**src/sv/x86_prefix_parser_unit_assert.svh**
```systemverilog
// Assertion macros for the x86 prefix parser unit.
// Depends on a clock named clk and an active-low reset named rst_n in the using scope.
`ifndef X86_PREFIX_PARSER_UNIT_ASSERT_SVH
`define X86_PREFIX_PARSER_UNIT_ASSERT_SVH

// Consequent must hold in the same cycle as the antecedent.
`define XPP_ASSERT_NOW(label, ante, cons, msg) \
    label: assert property (@(posedge clk) disable iff (!rst_n) (ante) |-> (cons)) \
        else $error(msg);

// Consequent must hold in the cycle after the antecedent.
`define XPP_ASSERT_NEXT(label, ante, cons, msg) \
    label: assert property (@(posedge clk) disable iff (!rst_n) (ante) |=> (cons)) \
        else $error(msg);

`endif

```
**src/sv/xpp_pkg.sv**
```systemverilog
// Shared types, prefix encodings and byte classifiers for the x86 prefix parser.
// No dependencies; used by every module of the block.
package xpp_pkg;

    // Segment override codes as reported in the result.
    typedef enum logic [2:0] {
        SEG_NONE,
        SEG_ES,
        SEG_CS,
        SEG_SS,
        SEG_DS,
        SEG_FS,
        SEG_GS
    } seg_t;

    // Group-one prefix codes (wait, lock, rep) as reported in the result.
    typedef enum logic [2:0] {
        GRP_NONE,
        GRP_WAIT,
        GRP_LOCK,
        GRP_REPNZ,
        GRP_REPZ
    } grp_t;

    // Prefix byte encodings.
    localparam logic [7:0] BYTE_ES       = 8'h26;
    localparam logic [7:0] BYTE_CS       = 8'h2E;
    localparam logic [7:0] BYTE_SS       = 8'h36;
    localparam logic [7:0] BYTE_DS       = 8'h3E;
    localparam logic [7:0] BYTE_FS       = 8'h64;
    localparam logic [7:0] BYTE_GS       = 8'h65;
    localparam logic [7:0] BYTE_OPSIZE   = 8'h66;
    localparam logic [7:0] BYTE_ADDRSIZE = 8'h67;
    localparam logic [7:0] BYTE_WAIT     = 8'h9B;
    localparam logic [7:0] BYTE_LOCK     = 8'hF0;
    localparam logic [7:0] BYTE_REPNZ    = 8'hF2;
    localparam logic [7:0] BYTE_REPZ     = 8'hF3;
    localparam logic [7:0] BYTE_ESCAPE   = 8'h0F;

    localparam logic [3:0] COUNT_MAX = 4'd15;

    // Prefixes collected so far in the current run.
    typedef struct packed {
        seg_t       seg;
        logic       opsize;
        logic       addrsize;
        grp_t       grp;
        logic [3:0] count;
    } run_state_t;

    localparam run_state_t RUN_CLEAR = '{
        seg:      SEG_NONE,
        opsize:   1'b0,
        addrsize: 1'b0,
        grp:      GRP_NONE,
        count:    4'd0
    };

    // One result, emitted by the byte that ends a run.
    typedef struct packed {
        seg_t       seg;
        logic       opsize;
        logic       addrsize;
        grp_t       grp;
        logic       escape;
        logic [7:0] ending_byte;
        logic [3:0] count;
    } result_t;

    // Segment code of a byte, SEG_NONE if it is not a segment override.
    function automatic seg_t seg_code(input logic [7:0] b);
        seg_t s;
        case (b)
            BYTE_ES: s = SEG_ES;
            BYTE_CS: s = SEG_CS;
            BYTE_SS: s = SEG_SS;
            BYTE_DS: s = SEG_DS;
            BYTE_FS: s = SEG_FS;
            BYTE_GS: s = SEG_GS;
            default: s = SEG_NONE;
        endcase
        return s;
    endfunction

    // Group-one code of a byte, GRP_NONE if it is not wait, lock or rep.
    function automatic grp_t grp_code(input logic [7:0] b);
        grp_t g;
        case (b)
            BYTE_WAIT:  g = GRP_WAIT;
            BYTE_LOCK:  g = GRP_LOCK;
            BYTE_REPNZ: g = GRP_REPNZ;
            BYTE_REPZ:  g = GRP_REPZ;
            default:    g = GRP_NONE;
        endcase
        return g;
    endfunction

    // One-byte string opcodes: ins, outs, movs, cmps, stos, lods, scas.
    function automatic logic is_string_opcode(input logic [7:0] b);
        return b inside {[8'h6C:8'h6F], [8'hA4:8'hA7], [8'hAA:8'hAF]};
    endfunction

endpackage

```
**src/sv/xpp_decode.sv**
```systemverilog
// Per-byte decode: classifies one byte, folds prefixes into the run state
// and forms the fixed-up result for an ending byte. Depends on xpp_pkg.
module xpp_decode (
    input  logic [7:0]          code_byte,
    input  logic                lock_allowed,
    input  logic                cpu_386_or_later,
    input  xpp_pkg::run_state_t state_cur,
    output logic                is_prefix,
    output xpp_pkg::run_state_t state_next,
    output xpp_pkg::result_t    result
);

    xpp_pkg::seg_t seg_in;
    xpp_pkg::grp_t grp_in;
    xpp_pkg::seg_t seg_fix;
    xpp_pkg::grp_t grp_fix;
    logic          escape;

    // Classify the byte.
    always_comb
    begin
        seg_in    = xpp_pkg::seg_code(code_byte);
        grp_in    = xpp_pkg::grp_code(code_byte);
        escape    = (code_byte == xpp_pkg::BYTE_ESCAPE);
        is_prefix = (seg_in != xpp_pkg::SEG_NONE) || (grp_in != xpp_pkg::GRP_NONE) ||
                    (code_byte == xpp_pkg::BYTE_OPSIZE) ||
                    (code_byte == xpp_pkg::BYTE_ADDRSIZE);
    end

    // Absorb a prefix; the first prefix of each group wins.
    always_comb
    begin
        state_next = state_cur;
        if (seg_in != xpp_pkg::SEG_NONE && state_cur.seg == xpp_pkg::SEG_NONE)
        begin
            state_next.seg = seg_in;
        end
        if (grp_in != xpp_pkg::GRP_NONE && state_cur.grp == xpp_pkg::GRP_NONE)
        begin
            state_next.grp = grp_in;
        end
        if (code_byte == xpp_pkg::BYTE_OPSIZE)
        begin
            state_next.opsize = 1'b1;
        end
        if (code_byte == xpp_pkg::BYTE_ADDRSIZE)
        begin
            state_next.addrsize = 1'b1;
        end
        if (state_cur.count != xpp_pkg::COUNT_MAX)
        begin
            state_next.count = state_cur.count + 4'd1;
        end
    end

    // Fix-ups applied when the run ends.
    always_comb
    begin
        grp_fix = state_cur.grp;
        if ((grp_fix == xpp_pkg::GRP_REPNZ || grp_fix == xpp_pkg::GRP_REPZ) &&
            (escape || !xpp_pkg::is_string_opcode(code_byte)))
        begin
            grp_fix = xpp_pkg::GRP_NONE;
        end
        if (grp_fix == xpp_pkg::GRP_LOCK && !lock_allowed)
        begin
            grp_fix = xpp_pkg::GRP_NONE;
        end
        seg_fix = state_cur.seg;
        if (!cpu_386_or_later &&
            (seg_fix == xpp_pkg::SEG_FS || seg_fix == xpp_pkg::SEG_GS))
        begin
            seg_fix = xpp_pkg::SEG_NONE;
        end
        result.seg         = seg_fix;
        result.opsize      = state_cur.opsize;
        result.addrsize    = state_cur.addrsize;
        result.grp         = grp_fix;
        result.escape      = escape;
        result.ending_byte = code_byte;
        result.count       = state_cur.count;
    end

endmodule

```
**src/sv/xpp_out_stage.sv**
```systemverilog
// Result register with valid flag for the master-side stream.
// Depends on xpp_pkg for the result type.
module xpp_out_stage (
    input  logic             clk,
    input  logic             rst_n,
    input  logic             load,
    input  xpp_pkg::result_t result_in,
    input  logic             ready,
    output logic             valid,
    output xpp_pkg::result_t result_out,
    output logic             free
);

    logic             valid_reg;
    logic             valid_next;
    xpp_pkg::result_t result_reg;

    // The register can take a new result when empty or being drained.
    assign free       = !valid_reg || ready;
    assign valid_next = load || (valid_reg && !ready);

    always_ff @(posedge clk or negedge rst_n)
    begin
        if (!rst_n)
        begin
            valid_reg <= 1'b0;
        end
        else
        begin
            valid_reg <= valid_next;
        end
    end

    // Payload register, no reset needed.
    always_ff @(posedge clk)
    begin
        if (load)
        begin
            result_reg <= result_in;
        end
    end

    assign valid      = valid_reg;
    assign result_out = result_reg;

endmodule

```
**src/sv/x86_prefix_parser_unit.sv**
```systemverilog
// Top level of the x86 prefix parser: input register, run state, decode and result register.
// Depends on xpp_pkg, xpp_decode, xpp_out_stage and x86_prefix_parser_unit_assert.svh.
`include "x86_prefix_parser_unit_assert.svh"

// The unit takes one instruction byte per clock on the slave stream and holds it in an
// input register. Prefix bytes are folded into the run state in the next cycle and produce
// no result. An escape byte or any other non-prefix byte ends the run and loads one result
// into the output register once that register is free, and the result is then offered on the
// master stream. Sustained throughput is one byte per
// clock. It drops only while a finished result waits in the output register and the next
// ending byte reaches the input register; that byte then stalls until the master side takes
// the result. The configuration channel is always ready and should be written only while
// the unit is idle.
module x86_prefix_parser_unit (
    input  logic        clk,
    input  logic        rst_n,
    // Configuration write: bit 0 is cpu_386_or_later.
    input  logic        cfg_valid,
    output logic        cfg_ready,
    input  logic        cfg_data,
    // Slave stream of instruction bytes.
    input  logic        s_tvalid,
    output logic        s_tready,
    input  logic [7:0]  s_tdata,   // [7:0] code_byte
    input  logic        s_tuser,   // [0] lock_allowed
    // Master stream of results.
    output logic        m_tvalid,
    input  logic        m_tready,
    // [2:0] segment_override, [3] operand_size_override, [4] address_size_override,
    // [7:5] lock_rep_wait, [15:8] ending_byte, [19:16] prefix_count, [23:20] zero
    output logic [23:0] m_tdata,
    output logic        m_tuser    // [0] two_byte_escape
);

    logic                cpu_386_reg;
    logic                in_valid_reg;
    logic                in_valid_next;
    logic [7:0]          in_byte_reg;
    logic                in_lock_reg;
    logic                accept;
    logic                advance;
    logic                is_prefix;
    logic                out_free;
    logic                out_load;
    xpp_pkg::run_state_t state_reg;
    xpp_pkg::run_state_t state_next;
    xpp_pkg::result_t    result;
    xpp_pkg::result_t    result_out;

    // Configuration register.
    assign cfg_ready = 1'b1;

    always_ff @(posedge clk or negedge rst_n)
    begin
        if (!rst_n)
        begin
            cpu_386_reg <= 1'b1;
        end
        else if (cfg_valid)
        begin
            cpu_386_reg <= cfg_data;
        end
    end

    // A byte moves on unless it ends a run while the result register is busy.
    assign advance       = in_valid_reg && (is_prefix || out_free);
    assign out_load      = in_valid_reg && !is_prefix && out_free;
    assign s_tready      = !in_valid_reg || advance;
    assign accept        = s_tvalid && s_tready;
    assign in_valid_next = accept || (in_valid_reg && !advance);

    // Input register control and run state.
    always_ff @(posedge clk or negedge rst_n)
    begin
        if (!rst_n)
        begin
            in_valid_reg <= 1'b0;
            state_reg    <= xpp_pkg::RUN_CLEAR;
        end
        else
        begin
            in_valid_reg <= in_valid_next;
            if (advance)
            begin
                state_reg <= is_prefix ? state_next : xpp_pkg::RUN_CLEAR;
            end
        end
    end

    // Input payload register.
    always_ff @(posedge clk)
    begin
        if (accept)
        begin
            in_byte_reg <= s_tdata;
            in_lock_reg <= s_tuser;
        end
    end

    xpp_decode u_decode (
        .code_byte        (in_byte_reg),
        .lock_allowed     (in_lock_reg),
        .cpu_386_or_later (cpu_386_reg),
        .state_cur        (state_reg),
        .is_prefix        (is_prefix),
        .state_next       (state_next),
        .result           (result)
    );

    xpp_out_stage u_out (
        .clk        (clk),
        .rst_n      (rst_n),
        .load       (out_load),
        .result_in  (result),
        .ready      (m_tready),
        .valid      (m_tvalid),
        .result_out (result_out),
        .free       (out_free)
    );

    // Pack the result onto the master stream.
    assign m_tdata = {4'd0, result_out.count, result_out.ending_byte, result_out.grp,
                      result_out.addrsize, result_out.opsize, result_out.seg};
    assign m_tuser = result_out.escape;

    // An ending byte clears the run.
    `XPP_ASSERT_NEXT(a_run_cleared, advance && !is_prefix,
        state_reg == xpp_pkg::RUN_CLEAR, "run state not cleared after ending byte")
    // The prefix count holds at its maximum.
    `XPP_ASSERT_NEXT(a_count_sat, advance && is_prefix && state_reg.count == xpp_pkg::COUNT_MAX,
        state_reg.count == xpp_pkg::COUNT_MAX, "prefix count wrapped")
    // A stalled result is never overwritten.
    `XPP_ASSERT_NOW(a_no_overwrite, m_tvalid && !m_tready,
        !out_load, "result register overwritten while stalled")
    // A rep prefix survives only on a one-byte string opcode.
    `XPP_ASSERT_NOW(a_rep_string,
        m_tvalid && (result_out.grp == xpp_pkg::GRP_REPNZ || result_out.grp == xpp_pkg::GRP_REPZ),
        !result_out.escape && xpp_pkg::is_string_opcode(result_out.ending_byte),
        "rep prefix kept without string opcode")
    // No fs or gs override is reported for a pre-386 target.
    `XPP_ASSERT_NOW(a_seg_pre386, m_tvalid && !cpu_386_reg,
        result_out.seg != xpp_pkg::SEG_FS && result_out.seg != xpp_pkg::SEG_GS,
        "fs or gs reported on pre-386 target")

endmodule

```
**config.mk**
```make
export PLATFORM = sky130hd
export DESIGN_NAME = x86_prefix_parser_unit
export DESIGN_NICKNAME = d
export VERILOG_FILES = /design/src/sv/xpp_pkg.sv /design/src/sv/xpp_decode.sv /design/src/sv/xpp_out_stage.sv /design/src/sv/x86_prefix_parser_unit.sv
export VERILOG_INCLUDE_DIRS = /design/src /design/src/sv
export SDC_FILE = /design/constraint.sdc
export NUM_CORES = 1
export LEC_CHECK = 0
export BUFFER_PORTS_ARGS = -buffer_cell sky130_fd_sc_hd__buf_2
export CORE_MARGIN = 1
export CORE_UTILIZATION = 55
export CTS_CLUSTER_DIAMETER = 40
export CTS_CLUSTER_SIZE = 8
export DETAILED_ROUTE_END_ITERATION = 12
export HOLD_SLACK_MARGIN = 0.12
export PLACE_DENSITY = 0.8
export SLEW_MARGIN = 15
export SYNTH_ARGS = -nofsm -noshare
export SYNTH_HDL_FRONTEND = slang
export SYNTH_SLANG_ARGS = --single-unit
export TNS_END_PERCENT = 20
```
**constraint.sdc**
```tcl
create_clock -name clk -period 4 [get_ports clk]
set_input_delay 0.6 -clock clk [delete_from_list [all_inputs] [get_ports clk]]
set_output_delay 0.6 -clock clk [all_outputs]
set_load 0.01 [all_outputs]
```
==> results.md <==
- Status: finished clean
- Number of antenna-violating nets in the routed design: 0
- Post-route total power: 0.0008527 W
- CP Data Required Time: 3.40 ns
- Clock transition at the registers of the reported paths: 0.12 ns
- Maximum number of pins on one net before global-route repair: 26
- Number of endpoints with negative hold slack in the final report: 0
- Placed insts: 233
- Post-Route Setup TNS: 0 ns
- Clock tree from TritonCTS: done
- Tightest slew margin relative to the limit: 0.6665
- Max Transition Viols Final: 0
- Area of the core: 3416 µm²
- Syn avg cell area: 13.02 µm²
- VDD IR max: 273.9 µV
- Peak Freq: 383.6 MHz
- Multiplexer fraction of the synthesized cell area: 0.02356
- Post-layout instance count excluding filler cells: 241
- Number of setup buffers added after CTS: 0
- Avg Vias per Cell: 5.651
- Data arrival time at the worst-slack endpoint: 2.01 ns
- Start-to-end type of the worst setup path: reg2out
- Fraction of final layout cells with drive strength greater than 1: 0.3077
- Final HPWL from detailed placement: 2.582 mm
- Routed wire length: 3.634 mm
- Overall via count from detail_route: 1362
- Sink count of the clock tree: 45
- Number of flip-flops under the largest register name: 21
- Minimum clock period after layout: 2.607 ns
- Startpoint kind of the worst setup timing path: register
- Initial DRC count: 41
- Post-Synth Simple-Gate Area: 0.1631
- Final critical-path share of the clock period: 0.6516
- Critical path endpoint category: output port
- Number of H-tree levels: 2
- Routed length per instance: 15.08 µm
- Power density of the placed cells: 375.7 nW/µm²
- Total I/O pin count: 43
- Height of the die: 62.58 µm
- Layout area overhead: 12.46%
- Post-route setup slack: 1.393 ns
- Cts-stage hold buffer count: 0
- Worst slack after detailed placement: 1.787 ns
- Effective utilization at floorplan: 0.5908
- Final net count: 210
- Number of warnings issued by yosys: 0
- Antenna violations before repair: 0
- Detailed-router iteration count before antenna repair: 4
- CTS buffer count: 5
- Standard cell area after detailed placement: 2221 µm²
- Wire length of the first global-routing pass: 6.196 mm
- Netlist cell types: 52
- Die Footprint: 3916 µm²
- I/O Buffers: 37
- Post-route cell area: 2270 µm²
- Post-synthesis instance area: 2018 µm²
- EDFF count, synth: 30
- Leakage dissipation: 0.9303 nW
- Clk Latency, worst-skew pair: 0.35 ns
- Max Root-Sink Buffers: 2
- Post-CTS sizing: 0
- Residual DRC: 0
- Setup repair after global routing missed its margin: false
- Synth Area in Compound Gates: 0.1333
- Congestion Overflow GR: 0
- Pin slew with the least headroom to its limit: 0.4995 ns
- Xor-xnor portion of the synthesized cell area: 0.004340
- Class of the tightest hold or removal check: in2async
- Prevailing post-synth register cell: sky130_fd_sc_hd__edfxtp_1
- Placer congestion estimate: 0.8768
- Number of maximum-capacitance constraint violations: 0
- Die Wd: 62.58 µm
- Share of synthesized flip-flops with an asynchronous set or reset: 0.3333
- Site Rows: 21
- Number of storage elements in the synthesis netlist: 45
- Clock Tree Root: sky130_fd_sc_hd__clkbuf_4
- Number of antenna cells inserted: 0
- Via count of the first global-routing pass: 1299
- Gate count after technology mapping: 155
- All-layer global routing usage: 0.2093
- Maximum fanout along the worst path: 9
- Sequential area share after synthesis: 0.6330
- Setup clock skew after layout: 0.007830 ns
- Arithmetic-cell share of the synthesized area counting full adders, half adders and majority gates: 0.006200
- Main combinational cell family by area after synthesis: simple AND/OR/NAND/NOR gates
- Number of setup violations in the final report: 0
cell usage after synthesis, drive strengths merged (2+ instances only):
master,number,area (µm²)
edfxtp,30,900.9
dfrtp,14,350.3
nand2,12,45.04
nor2,11,43.80
nand2b,7,43.79
a21oi,6,33.78
buf,6,42.54
nand3,5,25.02
o21ai,5,25.02
inv,4,15.01
nor2b,4,25.02
o21a,4,30.03
a31oi,3,18.77
mux2,3,37.53
nor3,3,20.02
nor4b,3,26.28
o2bb2ai,3,26.28
a21o,2,15.01
a41oi,2,17.52
and2,2,12.52
clkbuf,2,8.750
conb,2,7.510
nand3b,2,27.53
o22ai,2,18.77
o31ai,2,28.78
critical path, stage by stage (launching register included):
cell,delay (ns)
sky130_fd_sc_hd__edfxtp_1,0.61
sky130_fd_sc_hd__nand4bb_2,0.26
sky130_fd_sc_hd__o22ai_2,0.12
sky130_fd_sc_hd__a21oi_2,0.30
sky130_fd_sc_hd__nand3_1,0.18
sky130_fd_sc_hd__buf_2,0.18
cell type report:
type	count	area, µm²
Clock buffer	7	45.04
Multi-Input combinational cell	101	685.7
Clock inverter	1	3.754
Tap cell	46	57.56
Fill cell	266	1146
Sequential cell	45	1277
Inverter	4	15.01
Timing Repair Buffer	37	185.2
kinds of logic after synthesis:
group / count (synthesis)
AND/OR/NAND/NOR: 56
XOR/XNOR: 1
adder cells (fa/ha/maj): 1
other: 2
AO/OA/AOI/OAI: 34
flip-flops: 45
buffers and inverters: 12
multiplexers: 4
layer usage:
metal	part of all wire	vias to the layer above	global-route usage	wire, µm
li1	-	648	-	-
met1	0.41	654	0.2702	1505
met2	0.51	54	0.3397	1860
met3	0.060	6	0.05474	217
met4	0.014	0	0.07849	51
met5	0	-	0	0
per-stage QoR:
stage | hold slack (ns) | utilization
after detailed placement | 0.4389 | 0.6502
after global routing | 0.1339 | 0.6645
after global placement | 0.4440 | 0.6502
final | 0.1383 | 0.6645
after floorplan | 0.3044 | -
after CTS | 0.1360 | 0.6645
final timing paths:
| path | startpoint | to | slack (ns) | cells past startpoint |
|---|---|---|---|---|
| setup / recovery | in_byte_reg[6] | s_tready | 1.39 | 5 |
| hold / removal | rst_n | state_reg[10] | 0.14 | 1 |
| setup reg to reg | in_byte_reg[6] | in_lock_reg | 1.82 | 5 |
| hold reg to reg | state_reg[7] | u_out.result_out[16] | 0.47 | 0 |
| max in group asynchronous | rst_n | cpu_386_reg | 3.55 | 1 |
| min in group clk | s_tdata[3] | in_byte_reg[3] | 0.42 | 1 |
cell usage in the layout (no fill, tap or decap), drive strengths merged, types with 4 or more instances in the layout:
cell / n
nand2: 12
edfxtp: 30
a21oi: 6
nor2b: 4
buf: 37
nand2b: 7
dfrtp: 14
conb: 5
inv: 4
clkbuf: 7
nand3: 5
nor2: 11
o21a: 4
o21ai: 5
report_power, final:
group / internal (W) / total [W] / switching [W]
Combinational: 0.0000392 / 0.0000959 / 0.0000568
Sequential: 0.000532 / 0.000557 / 0.0000246
Clock: 0.0000677 / 0.000200 / 0.000132
No activity file was read; power rests on OpenSTA's default activity.
